[src/design/paced_frame_transmit_queue_macros.svh]
// assertion macros shared by the paced frame transmit queue modules
// expects i_clk and i_rst_n in the scope where a macro is used
`ifndef PACED_FRAME_TRANSMIT_QUEUE_MACROS_SVH
`define PACED_FRAME_TRANSMIT_QUEUE_MACROS_SVH

// same-cycle implication, off while reset is low
`define PFTQ_ASSERT_SAME(lbl, ante, cons, msg) \
    lbl: assert property (@(posedge i_clk) disable iff (!i_rst_n) (ante) |-> (cons)) \
        else $error(msg);

// next-cycle implication, off while reset is low
`define PFTQ_ASSERT_NEXT(lbl, ante, cons, msg) \
    lbl: assert property (@(posedge i_clk) disable iff (!i_rst_n) (ante) |=> (cons)) \
        else $error(msg);

`endif

[src/design/pftq_pkg.sv]
// types and constants of the paced frame transmit queue
// no dependencies; used by every module of the block
package pftq_pkg;

    localparam int unsigned ID_W      = 29;
    localparam int unsigned LEN_W     = 4;
    localparam int unsigned PAY_W     = 64;
    localparam int unsigned MS_W      = 16;
    localparam int unsigned HB_W      = 32;
    localparam int unsigned IN_DATA_W = 104;
    localparam int unsigned OUT_DATA_W = 104;
    localparam int unsigned OP_W      = 2;
    localparam int unsigned CFG_IDX_W = 3;
    localparam int unsigned DIV_STEPS = HB_W;
    localparam int unsigned BLINK5_W  = MS_W + 3;

    localparam logic [MS_W-1:0] MS_SAT = '1;

    localparam logic [MS_W-1:0] RST_LONG_INTERVAL  = 16'd50;
    localparam logic [MS_W-1:0] RST_SHORT_INTERVAL = 16'd10;
    localparam logic [MS_W-1:0] RST_ACTIVITY_BLINK = 16'd50;
    localparam logic [MS_W-1:0] RST_HB_BLINK       = 16'd50;
    localparam logic [MS_W-1:0] RST_HB_PERIOD      = 16'd2000;

    typedef enum logic [OP_W-1:0] {
        OP_ENQUEUE = 2'd0,
        OP_TICK    = 2'd1,
        OP_RECEIVE = 2'd2,
        OP_NONE    = 2'd3
    } t_op;

    typedef enum logic [CFG_IDX_W-1:0] {
        CFG_LONG_INTERVAL  = 3'd0,
        CFG_SHORT_INTERVAL = 3'd1,
        CFG_ACTIVITY_BLINK = 3'd2,
        CFG_HB_BLINK       = 3'd3,
        CFG_HB_PERIOD      = 3'd4,
        CFG_WRITE_ENABLE   = 3'd5
    } t_cfg_idx;

    typedef enum logic [1:0] {
        S_IDLE = 2'd0,
        S_EXEC = 2'd1,
        S_DIV  = 2'd2,
        S_DONE = 2'd3
    } t_state;

    typedef struct packed {
        logic             short_gap;
        logic [PAY_W-1:0] payload;
        logic [LEN_W-1:0] length;
        logic             extended;
        logic [ID_W-1:0]  id;
    } t_frame;

    typedef struct packed {
        logic load;
        logic exec;
        logic out_load;
    } t_ctrl_cmd;

    typedef struct packed {
        logic div_done;
        logic out_free;
    } t_ctrl_sts;

endpackage

[src/design/pftq_div.sv]
// bit-serial remainder unit: 32-bit dividend by 16-bit divisor, one bit a cycle
// depends on pftq_pkg
module pftq_div
    import pftq_pkg::*;
(
    input  logic            i_clk,
    input  logic            i_rst_n,
    input  logic            i_start,
    input  logic [HB_W-1:0] i_dividend,
    input  logic [MS_W-1:0] i_divisor,
    output logic            o_done,
    output logic [MS_W-1:0] o_rem
);

    localparam int unsigned CNT_W = $clog2(DIV_STEPS);

    logic             r_busy;
    logic             r_done;
    logic [CNT_W-1:0] r_cnt;
    logic [HB_W-1:0]  r_dvd;
    logic [MS_W-1:0]  r_dvs;
    logic [MS_W-1:0]  r_rem;
    logic [MS_W:0]    shifted;
    logic [MS_W-1:0]  n_rem;

    always_comb begin
        shifted = {r_rem, r_dvd[HB_W-1]};
        if (shifted >= {1'b0, r_dvs}) begin
            n_rem = MS_W'(shifted - {1'b0, r_dvs});
        end else begin
            n_rem = shifted[MS_W-1:0];
        end
    end

    always_ff @(posedge i_clk) begin
        if (!i_rst_n) begin
            r_busy <= 1'b0;
            r_done <= 1'b0;
            r_cnt  <= '0;
        end else begin
            r_done <= 1'b0;
            if (i_start) begin
                r_busy <= 1'b1;
                r_cnt  <= '0;
            end else if (r_busy) begin
                r_cnt <= r_cnt + 1'b1;
                if (r_cnt == CNT_W'(DIV_STEPS - 1)) begin
                    r_busy <= 1'b0;
                    r_done <= 1'b1;
                end
            end
        end
    end

    always_ff @(posedge i_clk) begin
        if (i_start) begin
            r_dvd <= i_dividend;
            r_dvs <= i_divisor;
            r_rem <= '0;
        end else if (r_busy) begin
            r_dvd <= {r_dvd[HB_W-2:0], 1'b0};
            r_rem <= n_rem;
        end
    end

    assign o_done = r_done;
    assign o_rem  = r_rem;

endmodule

[src/design/pftq_ctrl.sv]
// sequencer of the paced frame transmit queue: accept, execute, divide, deliver
// depends on pftq_pkg and the assertion macro header
`include "paced_frame_transmit_queue_macros.svh"

module pftq_ctrl
    import pftq_pkg::*;
(
    input  logic      i_clk,
    input  logic      i_rst_n,
    input  logic      i_in_valid,
    output logic      o_in_ready,
    input  t_ctrl_sts i_sts,
    output t_ctrl_cmd o_cmd
);

    t_state r_state;
    t_state n_state;

    always_ff @(posedge i_clk) begin
        if (!i_rst_n) begin
            r_state <= S_IDLE;
        end else begin
            r_state <= n_state;
        end
    end

    always_comb begin
        n_state    = r_state;
        o_cmd      = '0;
        o_in_ready = 1'b0;
        case (r_state)
            S_IDLE: begin
                o_in_ready = 1'b1;
                if (i_in_valid) begin
                    o_cmd.load = 1'b1;
                    n_state    = S_EXEC;
                end
            end
            S_EXEC: begin
                o_cmd.exec = 1'b1;
                n_state    = S_DIV;
            end
            S_DIV: begin
                if (i_sts.div_done) begin
                    n_state = S_DONE;
                end
            end
            S_DONE: begin
                // wait here until the output register can take the word
                if (i_sts.out_free) begin
                    o_cmd.out_load = 1'b1;
                    n_state        = S_IDLE;
                end
            end
            default: begin
                n_state = S_IDLE;
            end
        endcase
    end

    `PFTQ_ASSERT_NEXT(a_accept_to_exec, i_in_valid && o_in_ready, r_state == S_EXEC, "accept did not start execution")
    `PFTQ_ASSERT_NEXT(a_exec_to_div, o_cmd.exec, r_state == S_DIV, "execution not followed by divide")
    `PFTQ_ASSERT_NEXT(a_div_holds, r_state == S_DIV && !i_sts.div_done, r_state == S_DIV, "left divide early")
    `PFTQ_ASSERT_SAME(a_load_needs_room, o_cmd.out_load, i_sts.out_free, "result loaded over a held word")

endmodule

[src/design/pftq_dp.sv]
// datapath of the paced frame transmit queue: frame ring, timers, indicators,
// output register; depends on pftq_pkg, pftq_div and the assertion macro header
`include "paced_frame_transmit_queue_macros.svh"

module pftq_dp
    import pftq_pkg::*;
#(
    parameter int unsigned QUEUE_DEPTH = 16
) (
    input  logic                   i_clk,
    input  logic                   i_rst_n,
    input  t_ctrl_cmd              i_cmd,
    output t_ctrl_sts              o_sts,
    input  logic [IN_DATA_W-1:0]   i_tdata,
    input  logic [OP_W-1:0]        i_tuser,
    input  logic                   i_cfg_valid,
    input  logic [CFG_IDX_W-1:0]   i_cfg_index,
    input  logic [MS_W-1:0]        i_cfg_data,
    input  logic                   i_m_tready,
    output logic                   o_m_tvalid,
    output logic [OUT_DATA_W-1:0]  o_m_tdata
);

    localparam int unsigned PTR_W = $clog2(QUEUE_DEPTH);
    localparam logic [PTR_W-1:0] LAST_SLOT = PTR_W'(QUEUE_DEPTH - 1);

    function automatic logic [PTR_W-1:0] next_slot(input logic [PTR_W-1:0] p);
        return (p == LAST_SLOT) ? '0 : PTR_W'(p + 1'b1);
    endfunction

    // configuration registers
    logic [MS_W-1:0] r_long_int;
    logic [MS_W-1:0] r_short_int;
    logic [MS_W-1:0] r_act_blink;
    logic [MS_W-1:0] r_hb_blink;
    logic [MS_W-1:0] r_hb_period;
    logic            r_write_en;

    // accepted word
    t_op    r_op;
    t_frame r_frame;
    logic   r_link;

    // queue and timers
    t_frame           r_mem [QUEUE_DEPTH];
    t_frame           r_rd_data;
    logic [PTR_W-1:0] r_wr_ptr;
    logic [PTR_W-1:0] r_rd_ptr;
    logic [MS_W-1:0]  r_since_send;
    logic [MS_W-1:0]  r_since_recv;
    logic [HB_W-1:0]  r_hb;

    // result held across the divide
    logic             r_send;
    t_frame           r_send_frame;
    logic             r_accepted;
    logic             r_full;
    logic             r_send_led;
    logic             r_recv_led;
    logic             r_div_zero;

    logic                  r_m_valid;
    logic [OUT_DATA_W-1:0] r_m_data;

    logic [PTR_W-1:0] wr_next;
    logic [PTR_W-1:0] rd_next;
    logic [PTR_W-1:0] n_wr_ptr;
    logic [PTR_W-1:0] n_rd_ptr;
    logic [MS_W-1:0]  n_since_send;
    logic [MS_W-1:0]  n_since_recv;
    logic [HB_W-1:0]  n_hb;
    logic             n_send;
    logic             n_accepted;
    logic             n_send_led;
    logic             n_recv_led;
    logic             mem_we;
    logic [MS_W-1:0]  gap;
    logic [MS_W-1:0]  divisor;
    logic             div_done;
    logic [MS_W-1:0]  rem;
    logic [HB_W-1:0]  hb_val;
    logic [BLINK5_W-1:0] blink5;
    logic             hb_led;

    assign wr_next = next_slot(r_wr_ptr);
    assign rd_next = next_slot(r_rd_ptr);

    always_ff @(posedge i_clk) begin
        if (!i_rst_n) begin
            r_long_int  <= RST_LONG_INTERVAL;
            r_short_int <= RST_SHORT_INTERVAL;
            r_act_blink <= RST_ACTIVITY_BLINK;
            r_hb_blink  <= RST_HB_BLINK;
            r_hb_period <= RST_HB_PERIOD;
            r_write_en  <= 1'b0;
        end else if (i_cfg_valid) begin
            case (t_cfg_idx'(i_cfg_index))
                CFG_LONG_INTERVAL:  r_long_int  <= i_cfg_data;
                CFG_SHORT_INTERVAL: r_short_int <= i_cfg_data;
                CFG_ACTIVITY_BLINK: r_act_blink <= i_cfg_data;
                CFG_HB_BLINK:       r_hb_blink  <= i_cfg_data;
                CFG_HB_PERIOD:      r_hb_period <= i_cfg_data;
                CFG_WRITE_ENABLE:   r_write_en  <= i_cfg_data[0];
                default: begin
                end
            endcase
        end
    end

    always_ff @(posedge i_clk) begin
        if (i_cmd.load) begin
            r_op              <= t_op'(i_tuser);
            r_frame.id        <= i_tdata[28:0];
            r_frame.extended  <= i_tdata[29];
            r_frame.length    <= i_tdata[33:30];
            r_frame.payload   <= i_tdata[97:34];
            r_frame.short_gap <= i_tdata[98];
            r_link            <= i_tdata[99];
        end
    end

    // frame ring, read port follows the oldest slot
    always_ff @(posedge i_clk) begin
        if (mem_we) begin
            r_mem[wr_next] <= r_frame;
        end
        r_rd_data <= r_mem[rd_next];
    end

    always_comb begin
        n_wr_ptr     = r_wr_ptr;
        n_rd_ptr     = r_rd_ptr;
        n_since_send = r_since_send;
        n_since_recv = r_since_recv;
        n_hb         = r_hb;
        n_send       = 1'b0;
        n_accepted   = 1'b0;
        mem_we       = 1'b0;
        gap          = r_rd_data.short_gap ? r_short_int : r_long_int;
        case (r_op)
            OP_ENQUEUE: begin
                if (wr_next != r_rd_ptr) begin
                    mem_we     = i_cmd.exec;
                    n_wr_ptr   = wr_next;
                    n_accepted = 1'b1;
                end
            end
            OP_TICK: begin
                n_since_send = (r_since_send == MS_SAT) ? MS_SAT : MS_W'(r_since_send + 1'b1);
                n_since_recv = (r_since_recv == MS_SAT) ? MS_SAT : MS_W'(r_since_recv + 1'b1);
                n_hb         = HB_W'(r_hb + 1'b1);
                if (r_wr_ptr != r_rd_ptr && n_since_send >= gap) begin
                    // with writes disabled the frame still leaves the queue
                    n_send       = r_write_en;
                    n_rd_ptr     = rd_next;
                    n_since_send = '0;
                end
            end
            OP_RECEIVE: begin
                n_since_recv = '0;
            end
            default: begin
            end
        endcase
        n_send_led = n_since_send < r_act_blink;
        n_recv_led = n_since_recv < r_act_blink;
        if (n_send_led || n_recv_led) begin
            n_hb = {{(HB_W - MS_W){1'b0}}, r_hb_blink};
        end
        // link down runs the heartbeat at a quarter period
        divisor = r_link ? r_hb_period : {2'b00, r_hb_period[MS_W-1:2]};
    end

    always_ff @(posedge i_clk) begin
        if (!i_rst_n) begin
            r_wr_ptr     <= '0;
            r_rd_ptr     <= '0;
            r_since_send <= MS_SAT;
            r_since_recv <= MS_SAT;
            r_hb         <= '0;
        end else if (i_cmd.exec) begin
            r_wr_ptr     <= n_wr_ptr;
            r_rd_ptr     <= n_rd_ptr;
            r_since_send <= n_since_send;
            r_since_recv <= n_since_recv;
            r_hb         <= n_hb;
        end
    end

    always_ff @(posedge i_clk) begin
        if (i_cmd.exec) begin
            r_send       <= n_send;
            r_send_frame <= n_send ? r_rd_data : '0;
            r_accepted   <= n_accepted;
            r_full       <= next_slot(n_wr_ptr) == n_rd_ptr;
            r_send_led   <= n_send_led;
            r_recv_led   <= n_recv_led;
            r_div_zero   <= divisor == '0;
        end
    end

    pftq_div u_div (
        .i_clk      (i_clk),
        .i_rst_n    (i_rst_n),
        .i_start    (i_cmd.exec),
        .i_dividend (n_hb),
        .i_divisor  (divisor),
        .o_done     (div_done),
        .o_rem      (rem)
    );

    always_comb begin
        hb_val = r_div_zero ? r_hb : {{(HB_W - MS_W){1'b0}}, rem};
        blink5 = BLINK5_W'({r_hb_blink, 2'b00}) + BLINK5_W'(r_hb_blink);
        if (r_link) begin
            hb_led = hb_val < {{(HB_W - MS_W){1'b0}}, r_hb_blink};
        end else begin
            hb_led = hb_val > {{(HB_W - BLINK5_W){1'b0}}, blink5};
        end
    end

    always_ff @(posedge i_clk) begin
        if (!i_rst_n) begin
            r_m_valid <= 1'b0;
        end else if (i_cmd.out_load) begin
            r_m_valid <= 1'b1;
        end else if (i_m_tready) begin
            r_m_valid <= 1'b0;
        end
    end

    always_ff @(posedge i_clk) begin
        if (i_cmd.out_load) begin
            r_m_data <= {r_recv_led, hb_led, r_send_led, r_full, r_accepted,
                         r_send_frame.payload, r_send_frame.length,
                         r_send_frame.extended, r_send_frame.id, r_send};
        end
    end

    assign o_sts.div_done = div_done;
    assign o_sts.out_free = !r_m_valid || i_m_tready;
    assign o_m_tvalid     = r_m_valid;
    assign o_m_tdata      = r_m_data;

    `PFTQ_ASSERT_SAME(a_ptr_range, 1'b1, r_wr_ptr <= LAST_SLOT && r_rd_ptr <= LAST_SLOT, "queue pointer past last slot")
    `PFTQ_ASSERT_SAME(a_send_on_tick, i_cmd.exec && r_op != OP_TICK, !n_send && n_rd_ptr == r_rd_ptr, "frame left on a non-tick word")
    `PFTQ_ASSERT_NEXT(a_rd_only_exec, !i_cmd.exec, $stable(r_rd_ptr) && $stable(r_wr_ptr), "queue pointer moved outside execution")
    `PFTQ_ASSERT_SAME(a_no_write_full, mem_we, wr_next != r_rd_ptr, "frame written into the kept-empty slot")

endmodule

[src/design/paced_frame_transmit_queue.sv]
// Paced frame transmit queue. Each input word is one operation (enqueue a frame,
// millisecond tick, frame received or none) and gives exactly one output word.
// Frames wait in a ring of QUEUE_DEPTH slots, one slot always kept empty, so up
// to QUEUE_DEPTH-1 frames are held; a tick sends the oldest frame once the time
// since the last send reaches its short or long interval. For each accepted word
// the sequencer executes the operation, lets the bit-serial remainder unit work
// out the heartbeat phase, then hands the result word into the output register.
// Only then is the input ready again, so a new word is not taken before the last
// one reaches the output register; a stalled output holds the sequencer in its
// last step until the held word leaves. A finished word waits in the output
// register while the next input word is already taken. Configuration is written
// through the cfg port, which is always ready, and must only be written while the
// block is idle.
// depends on pftq_pkg, pftq_ctrl, pftq_dp
module paced_frame_transmit_queue
    import pftq_pkg::*;
#(
    parameter int unsigned QUEUE_DEPTH = 16
) (
    input  logic                  i_clk,
    input  logic                  i_rst_n,
    input  logic                  s_axis_tvalid,
    output logic                  s_axis_tready,
    // frame_id, frame_extended, frame_length, frame_payload, short_gap,
    // link_connected, zero fill
    input  logic [IN_DATA_W-1:0]  s_axis_tdata,
    // operation
    input  logic [OP_W-1:0]       s_axis_tuser,
    output logic                  m_axis_tvalid,
    input  logic                  m_axis_tready,
    // send_valid, send_id, send_extended, send_length, send_payload,
    // enqueue_accepted, queue_full, send_led, heartbeat_led, receive_led
    output logic [OUT_DATA_W-1:0] m_axis_tdata,
    input  logic                  i_cfg_valid,
    output logic                  o_cfg_ready,
    input  logic [CFG_IDX_W-1:0]  i_cfg_index,
    input  logic [MS_W-1:0]       i_cfg_data
);

    t_ctrl_cmd cmd;
    t_ctrl_sts sts;

    assign o_cfg_ready = 1'b1;

    pftq_ctrl u_ctrl (
        .i_clk      (i_clk),
        .i_rst_n    (i_rst_n),
        .i_in_valid (s_axis_tvalid),
        .o_in_ready (s_axis_tready),
        .i_sts      (sts),
        .o_cmd      (cmd)
    );

    pftq_dp #(
        .QUEUE_DEPTH (QUEUE_DEPTH)
    ) u_dp (
        .i_clk       (i_clk),
        .i_rst_n     (i_rst_n),
        .i_cmd       (cmd),
        .o_sts       (sts),
        .i_tdata     (s_axis_tdata),
        .i_tuser     (s_axis_tuser),
        .i_cfg_valid (i_cfg_valid),
        .i_cfg_index (i_cfg_index),
        .i_cfg_data  (i_cfg_data),
        .i_m_tready  (m_axis_tready),
        .o_m_tvalid  (m_axis_tvalid),
        .o_m_tdata   (m_axis_tdata)
    );

endmodule
[config.mk]
export PLATFORM = sky130hd
export DESIGN_NAME = paced_frame_transmit_queue
export DESIGN_NICKNAME = d
export VERILOG_FILES = /design/src/design/pftq_pkg.sv /design/src/design/pftq_div.sv /design/src/design/pftq_ctrl.sv /design/src/design/pftq_dp.sv /design/src/design/paced_frame_transmit_queue.sv
export VERILOG_INCLUDE_DIRS = /design/src /design/src/design
export SDC_FILE = /design/constraint.sdc
export NUM_CORES = 2
export LEC_CHECK = 0
export BUFFER_PORTS_ARGS = -buffer_cell sky130_fd_sc_hd__buf_2
export CAP_MARGIN = 40
export CORE_MARGIN = 2
export CORE_UTILIZATION = 40
export DETAILED_ROUTE_END_ITERATION = 10
export PLACE_DENSITY = 0.57
export SETUP_SLACK_MARGIN = 0.05
export SYNTH_ARGS = -nofsm -noshare
export SYNTH_HDL_FRONTEND = slang
export SYNTH_HIERARCHICAL = 1
export SYNTH_SLANG_ARGS = --single-unit
[constraint.sdc]
create_clock -name i_clk -period 8.6 [get_ports i_clk]
set_clock_uncertainty 0.1 [all_clocks]
set_input_delay 0 -clock i_clk [delete_from_list [all_inputs] [get_ports i_clk]]
set_output_delay 0 -clock i_clk [all_outputs]
set_load 0.01 [all_outputs]
==> flow_summary.json <==
{
  "outcome": "complete, no violations",
  "drive_gt1_share_pct": 23.7,
  "path_max_fanout": 40,
  "timing.critical_path.to": "u_dp/u_div/r_dvd[13]",
  "startpoint_type": "flip-flop",
  "hold_path.class": "in -> reg",
  "worstReg2RegEnd": "u_dp/u_div/r_dvd[13]",
  "arrival_ns": 7.80,
  "numCtsBuffers": 226,
  "syn-cell-area_sq_um": 87200,
  "multi_input_area_sq_um": 22100,
  "cts_tree": "done",
  "r2r_cells": 23,
  "power_switching_uw": 7130,
  "pin_count": 237,
  "switching_share_pct": 26.0,
  "cts_sinks": 2220,
  "drt_iter0_markers": 4216,
  "p_leak_uw": 0.0345,
  "period_share_pct": 85.1,
  "clk_path_buf_depth": 3,
  "grt_start_max_net_pins": 155,
  "htreeDepth": 4,
  "netlist-cell-type-count": 94,
  "synthToLayoutAreaGrowth_pct": 18.0,
  "first_pass_iters": 6,
  "fin_tns_setup_ns": 0,
  "synth_top_area_share_pct": 66.9,
  "crit_required_ns": 9.08,
  "die_area_sq_um": 222000,
  "ys_warn_count": 6,
  "r2r_setup_slack_ns": 1.28,
  "crit_type": "reg -> reg",
  "antenna_found_initial": 17,
  "synth.most_common_cell": "edfxtp_1",
  "post-route-min-period_ns": 7.32,
  "syn_area_per_cell_sq_um": 18.6,
  "seqCellArea_sq_um": 63900,
  "gp_congestion": 0.816,
  "core_sq_um": 217000,
  "place_hpwl_mm": 112,
  "rsz0062_at_grt": "false",
  "wl_per_cell_um": 25.6,
  "intPower_uw": 20300,
  "hold_viol": 0,
  "reg2reg_from": "u_dp/r_since_send[0]",
  "start_util_pct": 40.2,
  "ys_seq_elements": 2220,
  "insertion_delay_ns": 0.85,
  "p_comb_share_pct": 13.5,
  "worstMarginPinSlew_ns": 0.948,
  "via_count": 45417,
  "fin_area_sq_um": 103000,
  "synth_seq_area_share_pct": 73.3,
  "dp_slack_ns": 1.30,
  "critPathSlowestCell": "o21a_1",
  "ant_nets": 0,
  "clk_pin_slew_ns": 0.06,
  "grt_pass1_wl_mm": 313,
  "syn-instance-count": 4677,
  "ir_worst_vdd_mv": 0.216,
  "portBuffers": 231,
  "ys.flop_type": "edfxtp_1",
  "synth_area_leaders": "edfxtp_1 67%, mux4_2 13%, dfxtp_1 6.4%, ha_1 1.8%, nand2_1 1.3%",
  "critical_path.max_stage_delay_ns": 0.66,
  "post-route-drc-count": 0,
  "synth_edf_count": 1942,
  "grt_usage_pct": 19.0,
  "slew_viol_final": 0,
  "die_h_um": 471,
  "clock.fmax_mhz": 137,
  "synthTopCellsByCount": "1942 x edfxtp_1, 489 x mux4_2, 299 x nand2_1, 278 x dfxtp_1, 173 x clkbuf_1",
  "holdWs_ns": 0.0876,
  "syn_nets": 4937,
  "root_buffer": "clkbuf_16",
  "synthArstFlopShare_pct": 0,
  "clkPwrFrac_pct": 37.6,
  "grt_overflow": 0,
  "power_density_nw_per_um2": 266,
  "end_kind": "flip-flop",
  "maxCapViolCount": 0,
  "fill_cells": 18105,
  "nets": 5497,
  "fin_ws_ns": 1.28,
  "via_per_inst": 5.47,
  "startpoint": "u_dp/r_since_send[0]",
  "dpl_cell_area_sq_um": 92300,
  "relSlewSlack_pct": 36.8,
  "power.total_uw": 27400,
  "grt_pass1_vias": 46285,
  "crit_chain": "ha_1, nand3_1, nor3_1, nand2_1, nand2_1, ha_1, nand2_1, nor3_1, a21oi_1, o31ai_1, o21a_1, o22ai_1, ha_1, a21o_1, a21o_1, a2111oi_0, o21bai_1, a21o_1, a2111o_1, buf_4, nand2_2, o21ai_0, mux2_2",
  "setup_viol": 0,
  "routed_wl_mm": 212,
  "fp.dieW_um": 471,
  "seq_power_share_pct": 48.9,
  "core.rowCount": 171,
  "yosys.area.top_type": "edfxtp_1"
}
==> cell families after synthesis <==
kind of cell / share of synthesized area (%)
AOI/OAI and AO/OA: 3.47
xor gates and xnor gates: 0.864
adders and majority gates: 1.88
buffers and inverters: 1.56
DFF: 73.3
muxes: 14.1
other: 0.00430
and+or+nand+nor: 4.90
==> critical path: cells and delay by family, from the launching register on <==
family                   cells  cell delay, ns
AO/OA/AOI/OAI               11            3.05
adder cells (fa/ha/maj)      3            0.63
buffers and inverters        1            0.29
flip-flops                   1            0.41
multiplexers                 1            0.30
AND/OR/NAND/NOR              7            2.24
==> area by class of cell <==
| cell class | count | area share, % |
|---|---|---|
| sequential | 2220 | 62.1 |
| multi-input combinational | 2118 | 21.5 |
| clock buffer | 303 | 6.03 |
| timing repair buffer | 583 | 4.94 |
| tap | 2854 | 3.47 |
| clock inverter | 129 | 1.68 |
| inverter | 88 | 0.321 |
| antenna | 5 | 0.0122 |
==> registers in the layout, summed over array words and instances (netlist names), 4 cells and up <==
register           flops
u_dp/r_mem          1584
u_dp/o_m_tdata       104
u_dp/r_frame          99
u_dp/r_rd_data        99
u_dp/r_send_frame     98
u_dp/r_hb             32
u_dp/u_div/r_dvd      32
u_dp/r_act_blink      16
u_dp/r_hb_blink       16
u_dp/r_hb_period      16
u_dp/r_long_int       16
u_dp/r_short_int      16
u_dp/r_since_recv     16
u_dp/r_since_send     16
u_dp/u_div/o_rem      16
u_dp/u_div/r_dvs      16
u_dp/u_div/r_cnt       5
u_dp/r_rd_ptr          4
u_dp/r_wr_ptr          4
==> per-stage QoR <==
stage               std cells  utilization (%)
finish                   8300             47.4
global route             8298             47.4
CTS                      8295             47.4
detailed placement       7600             42.5
global placement         7572             42.3
floorplan                4677                -
==> power groups by stage <==
stage	Combinational [uW]	Clock, uW	Sequential [uW]
finish	3700	10300	13400
global route	4110	10900	13500
CTS	3730	10500	13400
detailed placement	3620	0	13600
global placement	3500	0	13600
floorplan	2580	0	13400
==> worst min path at each step <==
stage / startpoint / depth (start not counted) / to / slack, ns
after global placement: s_axis_tdata[37] / 1 / u_dp/r_frame[37] / 0.08
after global routing: i_cfg_valid / 6 / u_dp/r_write_en / 0.07
after floorplan: s_axis_tdata[0] / 0 / u_dp/r_frame[0] / -0.001
after CTS: i_cfg_index[2] / 6 / u_dp/r_write_en / 0.01
final: i_cfg_valid / 6 / u_dp/r_write_en / 0.09
after detailed placement: s_axis_tdata[77] / 1 / u_dp/r_frame[77] / 0.08
==> placed cells by master (no fill, tap or decap), types with 63 or more instances in the layout <==
cell	synthesis	final
nand2_1	299	299
buf_2	27	232
and2_1	129	112
edfxtp_1	1942	1942
inv_1	86	86
mux2_2	63	63
nand3_1	85	85
ha_1	128	125
dlygate4sd3_1	0	263
a21oi_1	148	148
clkbuf_16	0	228
mux4_2	489	489
dfxtp_1	278	278
nor2_1	105	104
o21ai_0	64	64
==> metal layers <==
metal	GRT usage, %	vias up	part of all wire [%]
li1	-	19867	-
met3	2.66	280	5.2
met1	26.9	23972	44
met5	0	-	0.042
met4	4.45	14	2.0
met2	31.0	1284	49
==> repair_timing <==
item	4_1_cts	5_1_grt
hold buffers	263	0
setup endpoints to repair	0	0
setup buffers	0	0
gates resized for setup	0	0
endpoints found under the hold margin	273	0
Power figures use the tool's default switching activity.
